## src/design/pstc_pkg.sv

```systemverilog
`timescale 1ns / 1ps
`default_nettype none

package pstc_pkg;

  // Sequencer states: one multiply or one add/compare step per state.
  typedef enum logic [2:0] {
    ST_IDLE,
    ST_MUL_STEP,
    ST_INTEG,
    ST_MUL_P,
    ST_MUL_I,
    ST_TORQUE,
    ST_SLEW,
    ST_DONE
  } pstc_state_t;

  // Register indexes on the configuration port (byte address is 4 times this).
  localparam logic [2:0] REG_TIME_STEP  = 3'd0;
  localparam logic [2:0] REG_PROP_GAIN  = 3'd1;
  localparam logic [2:0] REG_INTEG_GAIN = 3'd2;
  localparam logic [2:0] REG_TORQUE_CAP = 3'd3;
  localparam logic [2:0] REG_INTEG_CAP  = 3'd4;
  localparam logic [2:0] REG_SLEW_STEP  = 3'd5;

  // Register reset values.
  localparam logic [15:0] TIME_STEP_RST  = 16'd655;
  localparam logic [15:0] PROP_GAIN_RST  = 16'd256;
  localparam logic [15:0] INTEG_GAIN_RST = 16'd0;
  localparam logic [14:0] TORQUE_CAP_RST = 15'd32767;
  localparam logic [30:0] INTEG_CAP_RST  = 31'd2560;
  localparam logic [23:0] SLEW_STEP_RST  = 24'd256;

  // Control constants: 5 m/s error window, 5/3.6 m/s low-speed guard (Q8.8),
  // brake duty in stop mode.
  localparam logic signed [16:0] ERR_WINDOW = 17'sd1280;
  localparam logic signed [15:0] LOW_SPEED  = 16'sd356;
  localparam logic [15:0]        BRAKE_ON   = 16'd50000;

endpackage

`default_nettype wire

```

## src/design/pi_speed_torque_controller.sv

```systemverilog
`timescale 1ns / 1ps
`default_nettype none

// PI speed controller producing one torque command and brake duty per tick.
// A tick word carries a measured and a requested speed (signed Q8.8 m/s); a
// request at or below zero is stop mode and returns zero torque with a brake
// duty of 50000 while the integrator and previous torque are held. Otherwise
// the error is integrated (only inside a 5 m/s window, clamped to 0..integ_cap),
// the PI sum is capped at torque_cap, slew-limited against the previous torque,
// zeroed if negative below 5/3.6 m/s, truncated toward zero to whole Nm and
// saturated to 16 bits. All three products run through one 32x17 multiplier
// under a small sequencer. A normal tick steps through MUL_STEP, INTEG, MUL_P,
// MUL_I, TORQUE and SLEW and loads its result in DONE; a stop tick goes from
// IDLE straight to DONE. A new word is taken only while the sequencer is idle,
// and a result still waiting in the output register holds the sequencer in DONE
// before it goes idle again. Because the result sits in an output register, the
// next word can be accepted while the previous result waits. Configuration
// registers sit at byte addresses 0, 4, ... 20 and should be written only while
// idle.
module pi_speed_torque_controller
  import pstc_pkg::*;
(
  input  wire logic               clk,
  input  wire logic               rst_n,
  // Input channel
  input  wire logic               in_valid,
  output logic                    in_ready,
  input  wire logic signed [15:0] in_measured_speed,
  input  wire logic signed [15:0] in_requested_speed,
  // Result channel
  output logic                    out_valid,
  input  wire logic               out_ready,
  output logic signed [15:0]      out_torque_cmd,
  output logic [15:0]             out_brake_duty,
  // Configuration port
  input  wire logic               cfg_psel,
  input  wire logic               cfg_penable,
  input  wire logic               cfg_pwrite,
  input  wire logic [4:0]         cfg_paddr,
  input  wire logic [31:0]        cfg_pwdata,
  output logic [31:0]             cfg_prdata,
  output logic                    cfg_pready
);

  pstc_state_t state_r, state_nxt;

  // Configuration registers
  logic [15:0] time_step_r, prop_gain_r, integ_gain_r;
  logic [14:0] torque_cap_r;
  logic [30:0] integ_cap_r;
  logic [23:0] slew_step_r;

  // Work registers
  logic signed [16:0] e_r, e_nxt;
  logic signed [15:0] meas_r, meas_nxt;
  logic               stop_r, stop_nxt;
  logic signed [48:0] prod_r, prod_nxt;
  logic signed [33:0] acc_r, acc_nxt;
  logic [30:0]        ie_r, ie_nxt;
  logic signed [39:0] last_r, last_nxt;
  logic signed [39:0] torque_r, torque_nxt;
  logic               out_valid_r, out_valid_nxt;
  logic signed [15:0] out_torque_cmd_r, out_torque_cmd_nxt;
  logic [15:0]        out_brake_duty_r, out_brake_duty_nxt;

  // Shared multiplier
  logic signed [31:0] mul_a;
  logic signed [16:0] mul_b;
  logic signed [48:0] mul_p;

  // Datapath intermediates
  logic               accept;
  logic               cfg_wr;
  logic               load_out;
  logic               in_win;
  logic signed [32:0] step_w;
  logic signed [33:0] isum;
  logic signed [49:0] tsum;
  logic signed [41:0] tshift, tcap_lim;
  logic signed [40:0] diff, stp, slew_up, slew_dn;
  logic signed [39:0] tguard, tadj;
  logic signed [31:0] whole;

  assign accept     = in_valid && in_ready;
  assign in_ready   = (state_r == ST_IDLE);
  assign out_valid  = out_valid_r;
  assign out_torque_cmd = out_torque_cmd_r;
  assign out_brake_duty = out_brake_duty_r;
  assign cfg_pready = 1'b1;
  assign cfg_wr     = cfg_psel && cfg_penable && cfg_pwrite;
  assign load_out   = (state_r == ST_DONE) && (!out_valid_r || out_ready);

  // Configuration read-back.
  always_comb begin
    unique case (cfg_paddr[4:2])
      REG_TIME_STEP:  cfg_prdata = {16'd0, time_step_r};
      REG_PROP_GAIN:  cfg_prdata = {16'd0, prop_gain_r};
      REG_INTEG_GAIN: cfg_prdata = {16'd0, integ_gain_r};
      REG_TORQUE_CAP: cfg_prdata = {17'd0, torque_cap_r};
      REG_INTEG_CAP:  cfg_prdata = {1'b0, integ_cap_r};
      REG_SLEW_STEP:  cfg_prdata = {8'd0, slew_step_r};
      default:        cfg_prdata = 32'd0;
    endcase
  end

  // Next state.
  always_comb begin
    state_nxt = state_r;
    unique case (state_r)
      ST_IDLE: begin
        if (accept) begin
          if (in_requested_speed <= 16'sd0) begin
            state_nxt = ST_DONE;
          end else begin
            state_nxt = ST_MUL_STEP;
          end
        end
      end
      ST_MUL_STEP: state_nxt = ST_INTEG;
      ST_INTEG:    state_nxt = ST_MUL_P;
      ST_MUL_P:    state_nxt = ST_MUL_I;
      ST_MUL_I:    state_nxt = ST_TORQUE;
      ST_TORQUE:   state_nxt = ST_SLEW;
      ST_SLEW:     state_nxt = ST_DONE;
      ST_DONE: begin
        if (load_out) begin
          state_nxt = ST_IDLE;
        end
      end
      default:     state_nxt = ST_IDLE;
    endcase
  end

  // Multiplier operand selection.
  always_comb begin
    unique case (state_r)
      ST_MUL_STEP: begin
        mul_a = 32'(e_r);
        mul_b = $signed({1'b0, time_step_r});
      end
      ST_MUL_I: begin
        mul_a = $signed({1'b0, ie_r});
        mul_b = $signed({1'b0, integ_gain_r});
      end
      default: begin
        mul_a = 32'(e_r);
        mul_b = $signed({1'b0, prop_gain_r});
      end
    endcase
  end

  assign mul_p = mul_a * mul_b;

  // Integrator step: floor((e * dt) / 65536), applied only inside the window,
  // then clamped to 0..integ_cap.
  assign step_w = prod_r[48:16];
  assign in_win = (e_r > -ERR_WINDOW) && (e_r < ERR_WINDOW);
  assign isum   = $signed({3'b000, ie_r}) + (in_win ? 34'(step_w) : 34'sd0);

  // PI sum in 1/65536 Nm, floored to 1/256 Nm and capped above.
  assign tsum     = 50'(acc_r) + 50'(prod_r);
  assign tshift   = tsum[49:8];
  assign tcap_lim = $signed({19'd0, torque_cap_r, 8'd0});

  // Slew limit against the previous torque.
  assign diff    = 41'(torque_r) - 41'(last_r);
  assign stp     = $signed({17'd0, slew_step_r});
  assign slew_up = 41'(last_r) + stp;
  assign slew_dn = 41'(last_r) - stp;

  // Low-speed guard, truncation toward zero to whole Nm.
  assign tguard = ((meas_r < LOW_SPEED) && (torque_r < 40'sd0)) ? 40'sd0 : torque_r;
  assign tadj   = (tguard < 40'sd0) ? (tguard + 40'sd255) : tguard;
  assign whole  = tadj[39:8];

  // Register updates per sequencer step.
  always_comb begin
    e_nxt              = e_r;
    meas_nxt           = meas_r;
    stop_nxt           = stop_r;
    prod_nxt           = prod_r;
    acc_nxt            = acc_r;
    ie_nxt             = ie_r;
    last_nxt           = last_r;
    torque_nxt         = torque_r;
    out_torque_cmd_nxt = out_torque_cmd_r;
    out_brake_duty_nxt = out_brake_duty_r;
    out_valid_nxt      = out_valid_r && !out_ready;

    unique case (state_r)
      ST_IDLE: begin
        if (accept) begin
          e_nxt    = 17'(in_requested_speed) - 17'(in_measured_speed);
          meas_nxt = in_measured_speed;
          stop_nxt = (in_requested_speed <= 16'sd0);
        end
      end
      ST_MUL_STEP: begin
        prod_nxt = mul_p;
      end
      ST_INTEG: begin
        if (isum > $signed({3'b000, integ_cap_r})) begin
          ie_nxt = integ_cap_r;
        end else if (isum < 34'sd0) begin
          ie_nxt = 31'd0;
        end else begin
          ie_nxt = isum[30:0];
        end
      end
      ST_MUL_P: begin
        prod_nxt = mul_p;
      end
      ST_MUL_I: begin
        acc_nxt  = prod_r[33:0];
        prod_nxt = mul_p;
      end
      ST_TORQUE: begin
        torque_nxt = (tshift > tcap_lim) ? tcap_lim[39:0] : tshift[39:0];
      end
      ST_SLEW: begin
        priority if (diff > stp) begin
          torque_nxt = slew_up[39:0];
          last_nxt   = slew_up[39:0];
        end else if (diff < -stp) begin
          torque_nxt = slew_dn[39:0];
          last_nxt   = slew_dn[39:0];
        end else begin
          last_nxt   = torque_r;
        end
      end
      ST_DONE: begin
        if (load_out) begin
          out_valid_nxt = 1'b1;
          if (stop_r) begin
            out_torque_cmd_nxt = 16'sd0;
            out_brake_duty_nxt = BRAKE_ON;
          end else begin
            out_brake_duty_nxt = 16'd0;
            priority if (whole > 32'sd32767) begin
              out_torque_cmd_nxt = 16'sd32767;
            end else if (whole < -32'sd32768) begin
              out_torque_cmd_nxt = -16'sd32768;
            end else begin
              out_torque_cmd_nxt = whole[15:0];
            end
          end
        end
      end
      default: begin
        out_valid_nxt = out_valid_r && !out_ready;
      end
    endcase
  end

  // Control and state registers.
  always_ff @(posedge clk) begin
    if (!rst_n) begin
      state_r      <= ST_IDLE;
      out_valid_r  <= 1'b0;
      ie_r         <= 31'd0;
      last_r       <= 40'sd0;
      time_step_r  <= TIME_STEP_RST;
      prop_gain_r  <= PROP_GAIN_RST;
      integ_gain_r <= INTEG_GAIN_RST;
      torque_cap_r <= TORQUE_CAP_RST;
      integ_cap_r  <= INTEG_CAP_RST;
      slew_step_r  <= SLEW_STEP_RST;
    end else begin
      state_r     <= state_nxt;
      out_valid_r <= out_valid_nxt;
      ie_r        <= ie_nxt;
      last_r      <= last_nxt;
      if (cfg_wr) begin
        unique case (cfg_paddr[4:2])
          REG_TIME_STEP:  time_step_r  <= cfg_pwdata[15:0];
          REG_PROP_GAIN:  prop_gain_r  <= cfg_pwdata[15:0];
          REG_INTEG_GAIN: integ_gain_r <= cfg_pwdata[15:0];
          REG_TORQUE_CAP: torque_cap_r <= cfg_pwdata[14:0];
          REG_INTEG_CAP:  integ_cap_r  <= cfg_pwdata[30:0];
          REG_SLEW_STEP:  slew_step_r  <= cfg_pwdata[23:0];
          default: begin
            time_step_r <= time_step_r;
          end
        endcase
      end
    end
  end

  // Payload registers.
  always_ff @(posedge clk) begin
    e_r              <= e_nxt;
    meas_r           <= meas_nxt;
    stop_r           <= stop_nxt;
    prod_r           <= prod_nxt;
    acc_r            <= acc_nxt;
    torque_r         <= torque_nxt;
    out_torque_cmd_r <= out_torque_cmd_nxt;
    out_brake_duty_r <= out_brake_duty_nxt;
  end

endmodule

`default_nettype wire

```

## config.mk

```make
export PLATFORM = sky130hd
export DESIGN_NAME = pi_speed_torque_controller
export DESIGN_NICKNAME = d
export VERILOG_FILES = /design/src/design/pstc_pkg.sv /design/src/design/pi_speed_torque_controller.sv
export SDC_FILE = /design/constraint.sdc
export NUM_CORES = 2
export LEC_CHECK = 0
export BUFFER_PORTS_ARGS = -buffer_cell sky130_fd_sc_hd__buf_2
export CAP_MARGIN = 20
export CORE_UTILIZATION = 50
export DETAILED_ROUTE_END_ITERATION = 10
export PLACE_DENSITY_LB_ADDON = 0.25
export RECOVER_POWER = 50
export SLEW_MARGIN = 15
export SYNTH_ARGS = -nofsm -noshare
export SYNTH_HDL_FRONTEND = slang
export SYNTH_SLANG_ARGS = --single-unit
export TNS_END_PERCENT = 50
```

## constraint.sdc

```tcl
create_clock -name clk -period 11.95 [get_ports clk]
set_clock_uncertainty 0.05 [all_clocks]
set_input_delay 0.5975 -clock clk [delete_from_list [all_inputs] [get_ports clk]]
set_output_delay 0.5975 -clock clk [all_outputs]
set_load 0.01 [all_outputs]
```

==> impl_summary.txt <==
----------------------------------------------------
[Outcome]
  Run status ... finished, violations left
  Violated checks ... max-capacitance violations, max-slew violations

[Logic synthesis]
  Share of the yosys chip area belonging to registers ... 18.92%
  Post-synth ARST share ... 0%
  Most instantiated flip-flop cell in the synthesis netlist ... dfxtp_1
  Synth unique cells ... 101
  Number of synthesized register bits ... 365
  Per-instance average area after synthesis ... 8.344 µm²
  Cell Area, Synth ... 0.04773 mm²
  Number of enable flip-flop cells after synthesis ... 172
  Commonest cells post-synth ... 788 x inv_1, 753 x nand2_1, 495 x nor2_1
  Synth area leader ... fa_1
  Synthesized netlist cell count ... 5720
  Number of warnings issued by yosys ... 0
  Cells taking the most area after synthesis ... fa_1 21%, edfxtp_1 11%, ha_1 11%
  Library cell with the highest instance count after synthesis ... inv_1
  Share of the synthesized area in the top cell type ... 20.72%

[Place]
  Total of buffers placed on input and output ports ... 127
  Half-perimeter wire length after placement ... 125200 µm
  Number of placed instances with taps included ... 6935
  RePlAce Congestion ... 1.010
  Standard cell area after detailed placement ... 0.04964 mm²
  Worst setup slack after placement ... 1.993 ns

[Timing]
  Ratio of final minimum period to clock period ... 85.17%
  Number of endpoints with negative hold slack in the final report ... 0
  Final setup violation count ... 0
  Minimum period implied by the final worst setup slack ... 10.18 ns
  Worst hold slack after final layout ... 0.1218 ns
  Actual slew at the worst max-slew pin ... 3.525 ns
  Fmax achieved ... 0.09826 GHz
  Max transition margin ... -135.0%
  Unrepaired setup endpoints after global routing ... no
  Worst Slack Setup Final ... 1.773 ns
  Final-layout setup total negative slack ... 0 ns
  Slew Viols, Final ... 375

[Job]
  Max-cap check violation count ... 8

[Route]
  Post-route antenna net violation count ... 0
  Routed via count ... 41.77k
  Violation count after the first detailed-routing iteration ... 3728
  Routed wire length per instance ... 22.03 µm
  Via-to-Cell Ratio ... 5.947
  TritonRoute pass-1 iters ... 7
  DRC ... 0
  Total wirelength of the detailed-routed design ... 154800 µm

[Power]
  Leak pwr ... 23.08 nW
  Worst vdd ir ... 0.1968 mV
  Post-layout total power ... 10.80 mW
  Pwr/cell area ... 211.3 mW/mm²

[Floorplanning]
  Die Footprint ... 0.09669 mm²
  Initial Utilization ... 50.83%
  Core outline area ... 0.09389 mm²
  I/O pin count ... 143
  Chip width ... 311.0 µm
  Std-Cell Rows ... 112
  Die outline height ... 311.0 µm

[GRT]
  Number of antenna violations at the first check in global routing ... 11
  First-pass GRT wire length ... 238800 µm
  Gr ovfl total ... 0
  Via count of the first global-routing pass ... 41.15k
  Total GRT Usage ... 31.85%
  Largest net degree at the start of global routing ... 91

[Setup path]
  CP endpoint kind ... flip-flop
  Data arrival time at the worst-slack endpoint ... 10.49 ns
  Beginning of the critical path ... state_r[0]
  Most common cell on crit path ... fa_1
  CP max stage delay ... 0.98 ns
  Internal reg-to-reg setup slack ... 1.77 ns
  Launching element type of the critical path ... flip-flop
  Depth of the most critical reg-to-reg path ... 28
  Critical path start-end classification ... flip-flop to flip-flop
  Start of the worst register-to-register path ... state_r[0]
  Reg-to-reg critical path endpoint ... prod_r[48]
  Worst setup endpoint ... prod_r[48]
  Slowest-stage cell, CP ... a221o_1
  Crit Path Max Fanout ... 23
  Worst EP required ... 12.26 ns

[Clocking]
  Worst-case clock buffer depth ... 3
  Clock transition time at the flip-flop clock pins of the worst setup and hold paths ... 0.07 ns
  Total CTS buffers ... 42
  Cell at the root of the clock tree ... clkbuf_16
  Later-pin clock latency in the skew report ... 0.62 ns
  Post-cts repair resize count ... 0
  Clock tree from TritonCTS ... yes
  Number of buffers inserted for hold repair after clock tree synthesis ... 0
  # H-tree levels ... 2
  Number of buffers inserted by post-CTS setup repair ... 0
  Number of clock sinks seen by CTS ... 365

[Cells and area]
  Post-route design area ... 0.05109 mm²
  Layout Nets ... 6710
  End-of-flow core utilization ... 54.41%
  Area growth from synthesis to layout ... 7.047%
  Fraction of final layout cells with drive strength greater than 1 ... 5.674%
  Filler cells ... 8857
  Fin cells ... 7024

[Hold path]
  Min-Delay Path Class ... input pin to flip-flop

----------------------------------------------------
layout make-up:
class	count	area [µm²]	area share (%)
Antenna cell	7	17.52	0.03429
Clock buffer	58	1205	2.358
Clock inverter	20	265.3	0.5192
Inverter	788	2959	5.792
Multi-Input combinational cell	4315	34800	68.11
Sequential cell	365	9029	17.67
Tap cell	1254	1569	3.071
Timing Repair Buffer	217	1247	2.442
registers in the layout, indices dropped and copies added, names as in the netlist:
name	count
prod_r	49
state_r	3
meas_r	14
torque_r	40
out_valid	1
e_r	17
out_brake_duty	1
time_step_r	16
slew_step_r	24
integ_gain_r	16
out_torque_cmd	16
stop_r	1
torque_cap_r	15
integ_cap_r	31
ie_r	31
prop_gain_r	16
last_r	40
acc_r	34
placed cells by master (no fill, tap or decap), drive strengths merged, types with 48 or more instances in the layout:
cell	netlist	routed
nand4	59	59
ha	411	411
fa	494	494
o211ai	54	54
xnor2	154	154
nor2	495	495
nand2b	50	50
o21a	48	48
o21ai	225	225
nand3	94	94
nor3	86	86
clkbuf	211	105
mux2i	72	72
and2	70	70
nand2	754	754
xor2	52	52
a21boi	127	127
buf	51	169
dfxtp	193	193
a21o	149	149
nor2b	48	48
a21oi	298	298
inv	788	791
edfxtp	172	172
critical path, delay by kind of cell (launching register included):
| family | cells | cell delay, ns |
|---|---|---|
| AO/OA/AOI/OAI | 8 | 3.28 |
| XOR/XNOR | 1 | 0.08 |
| adder cells (fa/ha/maj) | 7 | 3.36 |
| buffers and inverters | 5 | 0.82 |
| flip-flops | 1 | 0.61 |
| AND/OR/NAND/NOR | 7 | 1.74 |
worst min-delay path by stage:
stage / to / slack, ns / start / cells past startpoint
finish: meas_r[4] / 0.12 / in_measured_speed[4] / 1
global route: meas_r[4] / 0.11 / in_measured_speed[4] / 1
CTS: meas_r[4] / 0.1 / in_measured_speed[4] / 1
detailed placement: acc_r[10] / 0.40 / prod_r[10] / 0
global placement: acc_r[2] / 0.40 / prod_r[2] / 0
floorplan: acc_r[0] / 0.38 / prod_r[0] / 0
logic make-up after synthesis:
family                     share of synthesized area, %
and+or+nand+nor                                   16.95
AOI/OAI and AO/OA                                 18.20
buffers and inverters                             8.499
adders and majority gates                         31.52
DFF                                               18.92
xor gates and xnor gates                          3.780
muxes                                             2.124
other                                           0.01574
power breakdown:
part,total (mW),internal (mW),switching (mW)
Combinational,7.35,2.81,4.54
Clock,1.40,0.804,0.593
Sequential,2.05,1.77,0.280
Total,10.8,5.38,5.41
metal layers:
metal / vias up / wire, µm / share of wire, % / track usage [%]
met3: 338 / 11640 / 7.5 / 4.252
met1: 20505 / 62480 / 40 / 40.69
li1: 19295 / - / - / -
met4: 4 / 9073 / 5.9 / 16.83
met2: 1629 / 71540 / 46 / 52.50
met5: - / 23 / 0.015 / 0
No activity file was read; power rests on OpenSTA's default activity.
